==> src/sv/tdfa_pkg.sv <==
package tdfa_pkg;

  // Field widths
  localparam int CHAR_W   = 8;
  localparam int STATE_W  = 8;
  localparam int INFO_W   = 16;
  localparam int LENGTH_W = 12;
  localparam int POS_W    = 24;

  // Transition RAM: one row per state, one column per character
  localparam int STATE_COUNT = 1 << STATE_W;
  localparam int TRANS_AW    = STATE_W + CHAR_W;
  localparam int TRANS_DEPTH = 1 << TRANS_AW;

  // Stream payload layout
  localparam int CMD_W       = 2;
  localparam int IN_FIELDS_W = CHAR_W + 2 * STATE_W + 1 + INFO_W;
  localparam int IN_TDATA_W  = ((IN_FIELDS_W + 7) / 8) * 8;
  localparam int OUT_FIELDS_W = INFO_W + LENGTH_W + 2 * POS_W;
  localparam int OUT_TDATA_W  = ((OUT_FIELDS_W + 7) / 8) * 8;

  // Configuration port
  localparam int CFG_IDX_W  = 8;
  localparam int CFG_DATA_W = 16;
  localparam logic [CFG_IDX_W-1:0] CFG_ROOT_STATE = CFG_IDX_W'(0);
  localparam logic [CFG_IDX_W-1:0] CFG_EOF_INFO   = CFG_IDX_W'(1);

  // Decoupling queue
  localparam int QUEUE_DEPTH = 4;
  localparam int QPTR_W      = $clog2(QUEUE_DEPTH);
  localparam int QCNT_W      = $clog2(QUEUE_DEPTH + 1);

  localparam logic [CHAR_W-1:0] NEWLINE_CHAR = CHAR_W'(8'h0A);

  typedef enum logic [CMD_W-1:0] {
    CMD_CHAR     = 2'd0,
    CMD_END      = 2'd1,
    CMD_WR_TRANS = 2'd2,
    CMD_WR_INFO  = 2'd3
  } cmd_t;

  // One decoded input item as it sits in the queue
  typedef struct packed {
    cmd_t                cmd;
    logic [CHAR_W-1:0]   ch;
    logic [STATE_W-1:0]  row;
    logic [STATE_W-1:0]  next_state;
    logic                next_valid;
    logic [INFO_W-1:0]   info;
  } item_t;

  // Stored transition entry
  typedef struct packed {
    logic               valid;
    logic [STATE_W-1:0] next_state;
  } trans_entry_t;

  // Status from the back end to the front end
  typedef struct packed {
    logic clearing;
  } back_status_t;

  // Status of the queue seen by the front end
  typedef struct packed {
    logic full;
  } queue_status_t;

endpackage

==> src/sv/tdfa_front.sv <==
module tdfa_front (
  input  logic                              s_axis_tvalid,
  output logic                              s_axis_tready,
  input  logic [tdfa_pkg::IN_TDATA_W-1:0]   s_axis_tdata,
  input  logic [tdfa_pkg::CMD_W-1:0]        s_axis_tuser,
  input  tdfa_pkg::back_status_t            back_status,
  input  tdfa_pkg::queue_status_t           queue_status,
  output logic                              push,
  output tdfa_pkg::item_t                   push_item
);
  import tdfa_pkg::*;

  localparam int ROW_LO  = CHAR_W;
  localparam int NEXT_LO = CHAR_W + STATE_W;
  localparam int NV_BIT  = CHAR_W + 2 * STATE_W;
  localparam int INFO_LO = NV_BIT + 1;

  cmd_t cmd;

  // Classify the item kind
  always_comb begin
    unique case (s_axis_tuser)
      CMD_CHAR:     cmd = CMD_CHAR;
      CMD_END:      cmd = CMD_END;
      CMD_WR_TRANS: cmd = CMD_WR_TRANS;
      default:      cmd = CMD_WR_INFO;
    endcase
  end

  // Unpack the payload fields
  always_comb begin
    push_item.cmd        = cmd;
    push_item.ch         = s_axis_tdata[CHAR_W-1:0];
    push_item.row        = s_axis_tdata[ROW_LO +: STATE_W];
    push_item.next_state = s_axis_tdata[NEXT_LO +: STATE_W];
    push_item.next_valid = s_axis_tdata[NV_BIT];
    // info is only meaningful for state-info writes
    push_item.info       = (cmd == CMD_WR_INFO) ? s_axis_tdata[INFO_LO +: INFO_W] : '0;
  end

  // No transfer while the table is being cleared or the queue is full
  assign s_axis_tready = !back_status.clearing && !queue_status.full;
  assign push          = s_axis_tvalid && s_axis_tready;

endmodule

==> config.mk <==
export PLATFORM = sky130hd
export DESIGN_NAME = tdfa_front
export DESIGN_NICKNAME = d
export VERILOG_FILES = /design/src/sv/tdfa_pkg.sv /design/src/sv/tdfa_front.sv
export SDC_FILE = /design/constraint.sdc
export NUM_CORES = 1
export LEC_CHECK = 0
export ABC_AREA = 0
export BUFFER_PORTS_ARGS = -buffer_cell sky130_fd_sc_hd__clkbuf_2
export CAP_MARGIN = 25
export CORE_MARGIN = 2
export CORE_UTILIZATION = 18
export DETAILED_ROUTE_END_ITERATION = 10
export PLACE_DENSITY = 0.79
export SYNTH_ARGS = -nofsm -noshare
export SYNTH_HDL_FRONTEND = slang
export SYNTH_SLANG_ARGS = --single-unit
==> constraint.sdc <==
create_clock -name vclk -period 0.8
set_input_delay 0.08 -clock vclk [all_inputs]
set_output_delay 0.08 -clock vclk [all_outputs]
set_load 0.05 [all_outputs]
==> out/qor.txt <==
Power Dens Cells -> 701.1 nW/um^2
Fmax -> 1301 MHz
IO Port Bufs -> 41
Register area share after synthesis -> 0%
Slew HR -> 81.53%
Final worst-path cycle share -> 96.06%
Synth warnings -> 0
Detail Route Antenna Nets -> 0
Total global-route track usage -> 8.249%
Yosys top cell by area -> buf_4
Die height -> 47 um
Crit path capture type -> output port
Mean Syn Cell Area -> 7.081 sq um
Critical path required time -> 0.72 ns
Synth cell count leaders -> buf_4 (26), and3_1 (10), and3_2 (6)
Post-route DRC -> 0
Die span in x -> 47 um
Iteration-0 DRC Markers -> 0
DIE AREA -> 2209 sq um
Routed WL per cell -> 12.55 um
RSZ-0062 raised after global routing -> no
First-pass GRT wire length -> 1.317 mm
WHS -> 0.1600 ns
Global route overflow -> 0
Final number of setup-violating endpoints -> 0
Leak -> 0.3078 nW
Critical path arrival -> 0.69 ns
Core area -> 1727 sq um
Starting Density -> 19.28%
Finished Layout Cells -> 84
Post-layout min period -> 0.7685 ns
Share of cells above drive strength 1 -> 83.05%
Seq cells -> 0
Design Area, Final -> 514.2 sq um
Most common cell in the netlist -> buf_4
Number of global-route vias before repair -> 319
Area growth from synthesis to layout -> 54.51%
Routed Wire Length -> 1.054 mm
Largest net degree at the start of global routing -> 18
Worst setup SP type -> input pin
Vias/cell -> 4.214
CLK BUF -> 0
Pins Over Slew Limit -> 0
Max_cap viols -> 0
NumNets Final -> 114
# diodes -> 0
Actual slew at the worst max-slew pin -> 0.2783 ns
Outcome -> finished clean
Row count -> 15
Initial antenna violation count -> 0
Setup crit end -> push_item[15]
Sequential cell area -> 0 sq um
DR pass1 iterations -> 1
Mapped Cells -> 47
Dominant cells by area after synthesis -> buf_4 (59%), and3_1 (19%), and3_2 (14%), buf_6 (3.4%), clkbuf_1 (2.3%)
Io pins -> 98
Detailed-route via count -> 354
Detailed placement HPWL -> 914.1 um
Post-synth cell types -> 7
Crit path max fanout -> 17
Worst hold path class -> in -> out
Placed Area -> 489.2 sq um
Max VDD drop -> 0.3332 mV
DP Cell Count -> 84
Post-synth top area share -> 58.65%
Syn Nets -> 100
CTS Hold Buffers Added -> 0
Placer congestion estimate -> 0.7798
Final Hold Fails -> 0
Worst setup startpoint -> s_axis_tuser[0]
Mapped Area -> 332.8 sq um
Worst setup path category -> in -> out
Fill cells -> 202
==> metal layers <==
layer  up-vias  GRT usage (%)  part of all wire, %
met5         -              0                    0
met1       154          6.818                   28
met2        40          19.18                   55
li1        154              -                    -
met3         6         0.7692                   15
met4         0          2.222                  2.4
==> where the power goes <==
part / internal [mW] / switching [mW] / total [mW]
sequential: 0 / 0 / 0
combinational: 0.145 / 0.215 / 0.361
clock: 0 / 0 / 0
total: 0.145 / 0.215 / 0.361
==> cells by family after synthesis <==
group / after synthesis / synth area share, %
buffers and inverters: 29 / 64.29
AND/OR/NAND/NOR: 18 / 35.71
==> metrics by stage <==
stage	setup slack, ns	util [%]	setup TNS (ns)	power [mW]
after floorplan	0.08178	-	0	0.5377
after global placement	-0.04013	28.33	-0.1973	0.3453
after detailed placement	-0.09137	28.33	-0.5891	0.3509
after CTS	0.02650	29.78	0	0.3618
after global routing	0.002739	29.78	0	0.3769
final	0.03155	29.78	0	0.3605
==> worst min path at each step <==
stage	startpoint	endpoint	slack [ns]	cells after the start
floorplan	back_status	push	0.22	1
global placement	s_axis_tdata[23]	push_item[24]	0.16	0
detailed placement	s_axis_tdata[23]	push_item[24]	0.16	0
CTS	s_axis_tdata[23]	push_item[24]	0.16	0
global route	s_axis_tdata[4]	push_item[37]	0.16	0
finish	s_axis_tdata[16]	push_item[17]	0.16	0
==> critical path: stages <==
cell,delay (ns)
clkbuf_4,0.19
and3_2,0.19
clkbuf_4,0.22
==> timing repair <==
item | 4_1_cts | 5_1_grt
setup buffers | 0 | 0
resized for setup | 10 | 3
setup endpoints to repair | 9 | 3
==> cell type report <==
cell class / count / area, sq um / share of cell area, %
repair buffers: 41 / 350.3 / 68.13
multi-input cells: 18 / 132.6 / 25.79
well taps: 25 / 31.28 / 6.083
==> layout by cell type, fill, tap and decap left out <==
cell	count
clkbuf_4	7
and3_2	6
buf_12	8
and3_1	10
buf_4	3
clkbuf_2	23
nor2_2	1
nor3b_4	1
No activity file was read; power rests on OpenSTA's default activity.
