## src/sv/tdfa_pkg.sv

```systemverilog
package tdfa_pkg;

  // Field widths
  localparam int CHAR_W   = 8;
  localparam int STATE_W  = 8;
  localparam int INFO_W   = 16;
  localparam int LENGTH_W = 12;
  localparam int POS_W    = 24;

  // Transition RAM: one row per state, one column per character
  localparam int STATE_COUNT = 1 << STATE_W;
  localparam int TRANS_AW    = STATE_W + CHAR_W;
  localparam int TRANS_DEPTH = 1 << TRANS_AW;

  // Stream payload layout
  localparam int CMD_W       = 2;
  localparam int IN_FIELDS_W = CHAR_W + 2 * STATE_W + 1 + INFO_W;
  localparam int IN_TDATA_W  = ((IN_FIELDS_W + 7) / 8) * 8;
  localparam int OUT_FIELDS_W = INFO_W + LENGTH_W + 2 * POS_W;
  localparam int OUT_TDATA_W  = ((OUT_FIELDS_W + 7) / 8) * 8;

  // Configuration port
  localparam int CFG_IDX_W  = 8;
  localparam int CFG_DATA_W = 16;
  localparam logic [CFG_IDX_W-1:0] CFG_ROOT_STATE = CFG_IDX_W'(0);
  localparam logic [CFG_IDX_W-1:0] CFG_EOF_INFO   = CFG_IDX_W'(1);

  // Decoupling queue
  localparam int QUEUE_DEPTH = 4;
  localparam int QPTR_W      = $clog2(QUEUE_DEPTH);
  localparam int QCNT_W      = $clog2(QUEUE_DEPTH + 1);

  localparam logic [CHAR_W-1:0] NEWLINE_CHAR = CHAR_W'(8'h0A);

  typedef enum logic [CMD_W-1:0] {
    CMD_CHAR     = 2'd0,
    CMD_END      = 2'd1,
    CMD_WR_TRANS = 2'd2,
    CMD_WR_INFO  = 2'd3
  } cmd_t;

  // One decoded input item as it sits in the queue
  typedef struct packed {
    cmd_t                cmd;
    logic [CHAR_W-1:0]   ch;
    logic [STATE_W-1:0]  row;
    logic [STATE_W-1:0]  next_state;
    logic                next_valid;
    logic [INFO_W-1:0]   info;
  } item_t;

  // Stored transition entry
  typedef struct packed {
    logic               valid;
    logic [STATE_W-1:0] next_state;
  } trans_entry_t;

  // Status from the back end to the front end
  typedef struct packed {
    logic clearing;
  } back_status_t;

  // Status of the queue seen by the front end
  typedef struct packed {
    logic full;
  } queue_status_t;

endpackage

```

## src/sv/tdfa_queue.sv

```systemverilog
module tdfa_queue (
  input  logic                     clk,
  input  logic                     rst,
  input  logic                     push,
  input  tdfa_pkg::item_t          push_item,
  output tdfa_pkg::queue_status_t  status,
  input  logic                     pop,
  output logic                     head_valid,
  output tdfa_pkg::item_t          head_item
);
  import tdfa_pkg::*;

  item_t              slots [QUEUE_DEPTH];
  logic [QPTR_W-1:0]  wr_ptr;
  logic [QPTR_W-1:0]  rd_ptr;
  logic [QCNT_W-1:0]  count;

  // Pointers and fill level
  always_ff @(posedge clk) begin
    if (rst) begin
      wr_ptr <= '0;
      rd_ptr <= '0;
      count  <= '0;
    end else begin
      if (push) wr_ptr <= wr_ptr + 1'b1;
      if (pop)  rd_ptr <= rd_ptr + 1'b1;
      if (push && !pop)      count <= count + 1'b1;
      else if (pop && !push) count <= count - 1'b1;
    end
  end

  // Storage
  always_ff @(posedge clk) begin
    if (push) slots[wr_ptr] <= push_item;
  end

  assign head_valid  = (count != '0);
  assign head_item   = slots[rd_ptr];
  assign status.full = (count == QCNT_W'(QUEUE_DEPTH));

endmodule

```

## config.mk

```make
export PLATFORM = sky130hd
export DESIGN_NAME = tdfa_queue
export DESIGN_NICKNAME = d
export VERILOG_FILES = /design/src/sv/tdfa_pkg.sv /design/src/sv/tdfa_queue.sv
export SDC_FILE = /design/constraint.sdc
export NUM_CORES = 1
export LEC_CHECK = 0
export ABC_AREA = 0
export BUFFER_PORTS_ARGS = -buffer_cell sky130_fd_sc_hd__clkbuf_2
export CAP_MARGIN = 20
export CORE_MARGIN = 2
export CORE_UTILIZATION = 45
export DETAILED_ROUTE_END_ITERATION = 10
export PLACE_DENSITY = 0.68
export SLEW_MARGIN = 40
export SYNTH_ARGS = -nofsm -noshare
export SYNTH_HDL_FRONTEND = slang
export SYNTH_SLANG_ARGS = --single-unit
```

## constraint.sdc

```tcl
create_clock -name clk -period 3.18 [get_ports clk]
set_input_delay 0.159 -clock clk [delete_from_list [all_inputs] [get_ports clk]]
set_output_delay 0.159 -clock clk [all_outputs]
set_load 0.01 [all_outputs]
```

==> results of run 1 <==
## where the power goes
group          switching, µW  leakage, µW  internal [µW]
logic                    254     0.000983            272
registers               59.3      0.00166           2730
clock network            838     0.000275           1220
## logic make-up after synthesis
family	after synthesis	share of synthesized area, %
AO/OA/AOI/OAI	2	0.149
XOR/XNOR	5	0.655
adder cells (fa/ha/maj)	6	1.23
buffers and inverters	15	2.00
flip-flops	181	79.9
multiplexers	45	14.9
AND/OR/NAND/NOR	15	1.12
## layout make-up
cell class	count	area, µm²	area share [%]
Sequential cell	181	5350	63.7
Multi-Input combinational cell	73	1220	14.5
Timing Repair Buffer	142	983	11.7
Clock buffer	22	474	5.65
Tap cell	184	230	2.74
Clock inverter	10	124	1.48
Inverter	4	15.0	0.179
## critical path: stages (launching register included)
cell	delay [ps]
dfxtp_2	820
buf_4	410
mux4_2	370
clkbuf_2	150
## cell usage in the layout, fill, tap and decap left out, drive strengths merged
cell type    count
edfxtp         172
clkbuf         113
dlygate4sd3     43
mux4            43
dfxtp            9
buf              8
nor2             7
ha               5
clkinvlp         5
inv              4
and2             4
xor2             3
clkinv           3
or3              2
xnor2            2
mux2i            2
bufinv           2
nor3b            1
nand2            1
o21ai            1
a21oi            1
fa               1
## worst min-delay path by stage
stage / slack [ps] / endpoint / from / cells past startpoint
2_1_floorplan: 260 / slots[0][0] / push_item[0] / 0
3_3_place_gp: 370 / slots[1][4] / push_item[4] / 1
3_5_place_dp: 380 / slots[1][38] / push_item[38] / 1
4_1_cts: 4 / flip-flop / rst / 2
5_1_grt: 30 / rd_ptr[0] / rst / 2
6_report: 10 / flip-flop / rst / 2
## metal layers
metal	routed length (µm)	part of all wire (%)
met5	0	0
met4	202	1.7
met3	527	4.6
met2	5770	50
met1	5050	44
## timing repair
action / in CTS / in global routing
endpoints found under the hold margin: 172 / 0
setup buffers: 0 / 0
hold buffers: 43 / 0
## state kept, by name (all words and copies together), names as in the netlist, named ones only
register	flops
count	3
wr_ptr	2
slots	172
rd_ptr	2
## metrics by stage
step                      util [%]  cells  setup WS [ps]  hold WS (ps)  area (µm²)
after global routing          57.7    616            702          26.1        8390
after global placement        50.5    540           1180           373        7340
after detailed placement      50.7    541           1240           382        7360
after floorplan                  -    269           1200           258        6690
final                         57.7    616            854          12.5        8390
after CTS                     57.7    616            778          3.78        8390
==> results.cfg, run 1 <==
[floorplan]
die_area_mm2 = 0.0159
rows = 44
dieHeight_um = 126
design.portCount = 92
initial_core_util_pct = 46.0
core-area_mm2 = 0.0145
die_w_um = 126

[finish]
fillers = 1109
diodes = 0
nets = 472
layout-drive-gt1-share_pct = 40.5
syn_to_final_growth_pct = 25.5

[global_route]
grt_overflow = 0
grt_use_met1_pct = 20.3
antenna_found_initial = 0
grt_pass1_wl_um = 18000
busiest_layer = met2
grtUsageMet3_pct = 4.33
grt_pass1_vias = 3329
groute.usage.overall_pct = 15.5
grt_max_degree = 29
met2_usage_pct = 24.7

[timing]
max-slew-margin-rel_pct = 47.0
setup_viol = 0
rsz0062_at_grt = no
fin_skew_ps = 8.06
period_needed_ps = 2330
tightest_slew_ps = 795
fmax_mhz = 430
fin_setup_tns_ps = 0
min_period_over_period_pct = 73.1
finalHoldViolations = 0
finalMaxSlewViolations = 0

[yosys]
syn_area_mm2 = 0.00669
yosys_warnings = 0
synth_top_area_share_pct = 77.2
synth.most_common_cell = edfxtp_1
postSynthCellCount = 269
synthTopCellsByArea = edfxtp_1, mux4_2, dfxtp_1, buf_12, mux4_1
yosys-top-cells-count = edfxtp_1, mux4_2, dfxtp_1
async_flop_share_pct = 0
synth_nets = 322
syn_avg_cell_area_um2 = 24.9
synth-main-ff-cell = edfxtp_1
ys_ff_latch = 181
netlist-cell-type-count = 21
ys_seq_area_share_pct = 79.9
synth_area_leader_cell = edfxtp_1
synth_edf_count = 172

[setup_path]
crit_required_ps = 3020
crit_path_max_fanout = 28
worstSetupPathType = reg2out
cp-endpoint = head_item[5]
regToRegStartpoint = wr_ptr[0]
worstPathArrival_ps = 2170
r2r-end = slots[3][2]
ff2ff_path_depth = 3
endpoint_kind = output port
start_kind = flip-flop
r2r_slack_ps = 1390

[detailed_routing]
vias = 3162
drt_pass1_iterations = 4
drt-total-wl_um = 11500
drc = 0
dr.first_iter.drc_count = 174
ant_nets = 0
via_per_inst = 5.13
wl_per_cell_um = 18.7

[cts]
cts_sinks = 181
clockBufferDepth = 2
cts_root_buffer = clkbuf_16
cts-resized-gates = 0
cts-htree-levels = 4
cts_tree = done
cts.reportedPaths.clkPinSlew_ps = 60
cts_buffers = 17
worstSkewPairLatency_ps = 420

[run]
drv_cap = 0

[outcome]
status = completed

[pwr]
total_leakage_power_uw = 0.00291
total_power_uw = 5380
ir_drop_uv = 381
powerDensity_mw_per_mm2 = 641

[placement]
port_buffers = 91
gp_routability_congestion = 0.639
hpwl_um = 6910

[hold_path]
hp-class = in2reg
No activity file was read; power rests on OpenSTA's default activity.
==> run 2, diff against run 1 <==
--- a/config.mk
+++ b/config.mk
@@ -11,7 +11,7 @@
 export CORE_MARGIN = 2
 export CORE_UTILIZATION = 45
 export DETAILED_ROUTE_END_ITERATION = 10
-export PLACE_DENSITY = 0.68
+export PLACE_DENSITY = 0.7
 export SLEW_MARGIN = 40
 export SYNTH_ARGS = -nofsm -noshare
 export SYNTH_HDL_FRONTEND = slang
==> constraint.sdc (replaced) <==
create_clock -name clk -period 2.04 [get_ports clk]
set_input_delay 0.102 -clock clk [delete_from_list [all_inputs] [get_ports clk]]
set_output_delay 0.102 -clock clk [all_outputs]
set_load 0.01 [all_outputs]
==> run 2 against run 1 <==
Effect of this change: power rose by 57%; die area did not move; hold slack improved by 13 ps; clock power rose by 56%; wire length rose by 0.28%; global-route usage rose by 0.15 points; register-to-register slack got worse by 850 ps; sequential power rose by 55%; setup slack got worse by 720 ps; largest power group unchanged; clock-buffer cell count fell by 5; via count rose by 0.47%.
==> results.cfg, run 2 (synthesized netlist as in run 1, its figures left out) <==
[cts]
cts_root_buffer = clkbuf_16
clockBufferDepth = 2
cts_buffers = 17
cts.reportedPaths.clkPinSlew_ps = 60
worstSkewPairLatency_ps = 420
cts-htree-levels = 4
cts_tree = done
cts_sinks = 181
cts-resized-gates = 0

[detailed_routing]
via_per_inst = 5.07
drc = 0
drt_pass1_iterations = 4
drt-total-wl_um = 11600
wl_per_cell_um = 18.5
vias = 3177
dr.first_iter.drc_count = 169
ant_nets = 0

[timing]
fmax_mhz = 525
fin_skew_ps = 4.83
tightest_slew_ps = 511
period_needed_ps = 1900
finalMaxSlewViolations = 0
rsz0062_at_grt = no
min_period_over_period_pct = 93.4
finalHoldViolations = 0
fin_setup_tns_ps = 0
max-slew-margin-rel_pct = 65.9
setup_viol = 0

[finish]
largest_register_ff_count = 172
layout-drive-gt1-share_pct = 41.2
regMostFlops = slots
final_core_utilization_pct = 58.5
layout.cells.most_common = edfxtp_1
syn_to_final_growth_pct = 27.1
final_cell_mix = edfxtp_1, clkbuf_2, dlygate4sd3_1
reg_top3 = slots x172, count x3
nets = 482

[pwr]
ir_drop_uv = 657
powerDensity_mw_per_mm2 = 991
total_leakage_power_uw = 0.00297

[placement]
hpwl_um = 7130
gp_routability_congestion = 0.676
port_buffers = 91

[setup_path]
crit_path_max_fanout = 16
endpoint_kind = output port
worstSetupPathType = reg2out
crit_required_ps = 1940
start_kind = flip-flop
worstPathArrival_ps = 1800

[hold_path]
hp-class = in2reg

[global_route]
busiest_layer = met2
grt_pass1_vias = 3325
grt_pass1_wl_um = 18200
groute.usage.overall_pct = 15.6
grt_use_met1_pct = 19.6
antenna_found_initial = 1
grt_max_degree = 31
grtUsageMet3_pct = 4.76
grt_overflow = 0
met2_usage_pct = 25.3

[floorplan]
die_area_mm2 = 0.0159
core-area_mm2 = 0.0145
initial_core_util_pct = 46.0
die_w_um = 126
dieHeight_um = 126
rows = 44
design.portCount = 92

[run]
drv_cap = 0

[outcome]
status = completed
## run 2: final cells by class
cell class	instances	area, µm²
flip-flops and latches	181	5350
multi-input cells	73	1220
fillers	1087	6030
clock inverters	15	164
diodes	1	2.50
inverters	4	15.0
repair buffers	152	1100
clock buffers	17	425
well taps	184	230
## run 2: where the power goes
part           internal [µW]  leakage (µW)  total [µW]  switching [µW]
combinational            460       0.00104         886             426
clock                   1900      0.000267        3210            1300
sequential              4260       0.00166        4330            70.1
## run 2: worst max-delay path, cell delays in order, from the launching register on
cell and delay, ps:
dfxtp_2 660, buf_12 220, mux4_1 340, clkbuf_2 160
## run 2: routing by layer
| layer | part of all wire (%) | vias to the layer above |
|---|---|---|
| met2 | 50 | 78 |
| met3 | 4.8 | 16 |
| met5 | 0 | - |
| met1 | 43 | 1629 |
| met4 | 1.9 | 0 |
| li1 | - | 1454 |
## run 2: timing repair
item / 4_1_cts / 5_1_grt
endpoints found under the setup margin: 17 / 0
buffers inserted: 4 / 0
hold buffers: 44 / 0
hold endpoints to repair: 181 / 0
## run 2: final timing paths
| check | from | endpoint | slack [ps] | cells after the start |
|---|---|---|---|---|
| setup / recovery | flip-flop | head_item[38] | 140 | 3 |
| hold / removal | pop | rd_ptr[0] | 30 | 3 |
| setup reg to reg | count[0] | count[2] | 540 | 4 |
| hold reg to reg | count[2] | count[2] | 500 | 2 |
## run 2: metrics by stage
step / hold WS [ps] / setup WS (ps) / cell area [µm²] / cells / total power, µW
finish: 25.1 / 135 / 8500 / 627 / 8430
global route: 30.8 / 45.2 / 8500 / 627 / 8730
CTS: 4.47 / 92.1 / 8500 / 626 / 8540
detailed placement: 325 / 406 / 7440 / 546 / 5240
global placement: 315 / 443 / 7440 / 546 / 5210
floorplan: 201 / 57.6 / 6690 / 269 / 4900
==> run 3, diff against run 2 <==
--- a/config.mk
+++ b/config.mk
@@ -11,7 +11,7 @@
 export CORE_MARGIN = 2
 export CORE_UTILIZATION = 45
 export DETAILED_ROUTE_END_ITERATION = 10
-export PLACE_DENSITY = 0.7
+export PLACE_DENSITY = 0.67
 export SLEW_MARGIN = 40
 export SYNTH_ARGS = -nofsm -noshare
 export SYNTH_HDL_FRONTEND = slang
==> run 3 against run 2 <==
Effect of this change: hold slack better by 9.9 ps; largest cell class unchanged; register-to-register slack got worse by 20 ps; clock-buffer cell count rose by 2; power is 0.19% higher; combinational power increased by 2%; highest routed layer unchanged; die area unchanged; sequential power about the same; critical path type unchanged.
==> results.cfg, run 3 (synthesized netlist as in run 1, its figures left out) <==
[finish]
final_core_utilization_pct = 58.7
reg_top3 = slots x172, count x3
nets = 484
final_cell_mix = edfxtp_1, clkbuf_2, dlygate4sd3_1
layout.cells.most_common = edfxtp_1
seq_area_mm2 = 0.00535
regMostFlops = slots
diodes = 0
layout-drive-gt1-share_pct = 41.0
final_area_mm2 = 0.00853
multiInputGateArea_mm2 = 0.00122
syn_to_final_growth_pct = 27.5
largest_register_ff_count = 172
fillers = 1077

[setup_path]
start_kind = flip-flop
path_delay_family = multiplexers
crit_required_ps = 1940
worstSetupPathType = reg2out
endpoint_kind = output port
ff2ff_path_depth = 3
cp.depth = 3
path_cells = buf_4 > mux4_2 > clkbuf_2
max_stage_delay_ps = 530
worstPathArrival_ps = 1780
crit_path_max_fanout = 10
cp_slowest_cell = mux4_2
worst-path-buf-inv = 2

[detailed_routing]
drt-total-wl_um = 11600
ant_nets = 0
via_per_inst = 5.05
wl_per_cell_um = 18.5
vias = 3169
dr.first_iter.drc_count = 181
drc = 0
drt_pass1_iterations = 4

[timing]
fin_skew_ps = 4.50
min_period_over_period_pct = 92.1
finalMaxSlewViolations = 0
finalHoldViolations = 0
setup_viol = 0
fmax_mhz = 532
max-slew-margin-rel_pct = 72.3
setup_ws_ps = 162
tightest_slew_ps = 415
fin_setup_tns_ps = 0
rsz0062_at_grt = no
period_needed_ps = 1880

[floorplan]
dieHeight_um = 126
design.portCount = 92
initial_core_util_pct = 46.0
rows = 44
die_area_mm2 = 0.0159
die_w_um = 126
core-area_mm2 = 0.0145

[cts]
cts-htree-levels = 4
cts_tree = done
cts_buffers = 17
cts_root_buffer = clkbuf_16
worstSkewPairLatency_ps = 420
clockBufferDepth = 2
cts.reportedPaths.clkPinSlew_ps = 60
cts-resized-gates = 0
cts_sinks = 181

[global_route]
grt_pass1_vias = 3390
grt_overflow = 0
grt_max_degree = 44
groute.usage.overall_pct = 15.5
antenna_found_initial = 0
grt_pass1_wl_um = 18200

[placement]
place_area_mm2 = 0.00744
gp_routability_congestion = 0.681
port_buffers = 91
place_ws_ps = 447
hpwl_um = 6900

[pwr]
powerDensity_mw_per_mm2 = 989
total_leakage_power_uw = 0.00299
ir_drop_uv = 542

[run]
drv_cap = 0

[outcome]
status = completed

[hold_path]
whs_path_depth = 3
hp-class = in2reg
[run 3: changes by cell type in the layout (fill, tap and decap cells not counted), sizes merged]
cell / change
clkinvlp: -4
clkbuf: +2
dlygate4sd3: +2
clkinv: +1
diode: -1
inv: +1
[run 3: stage by stage]
stage,cells,total power (µW),hold slack (ps)
after floorplan,269,4900,201
after global placement,545,5210,317
after detailed placement,545,5240,328
after CTS,628,8550,16.7
after global routing,628,8780,55.9
final,628,8440,35.0
[run 3: repair_timing]
item	CTS	global route
setup buffers	5	0
endpoints found under the hold margin	181	0
hold buffers	46	0
endpoints found under the setup margin	1	0
[run 3: worst paths after layout]
check,startpoint,to,slack [ps]
min reg2reg,count[2],count[2],520
min,push,wr_ptr[1],40
max,flip-flop,head_item[0],160
max reg2reg,wr_ptr[0],slots[3][41],520
[run 3: where the power goes]
part	switching (µW)	total (µW)	internal (µW)
Clock	1300	3220	1920
Combinational	439	900	462
Sequential	59.9	4320	4260
Total	1800	8440	6650
[run 3: tightest hold or removal path, cell delays in order]
cell,delay (ps)
clkbuf_2,150
mux2i_1,90
nor2_1,70
[run 3: metal layers]
metal,routed length (µm),share of wire (%),global-route usage [%],vias up
met5,0,0,0,-
met1,5260,45,20.7,1632
li1,-,-,-,1453
met3,573,4.9,5.31,9
met2,5690,49,24.2,75
met4,102,0.88,5.04,0
[run 3: area by class of cell]
cell class              instances  share of cell area (%)
flip-flops and latches        181                    62.7
multi-input cells              73                    14.3
repair buffers                154                    13.3
clock buffers                  19                    5.07
well taps                     184                    2.70
clock inverters                13                    1.85
inverters                       4                   0.176
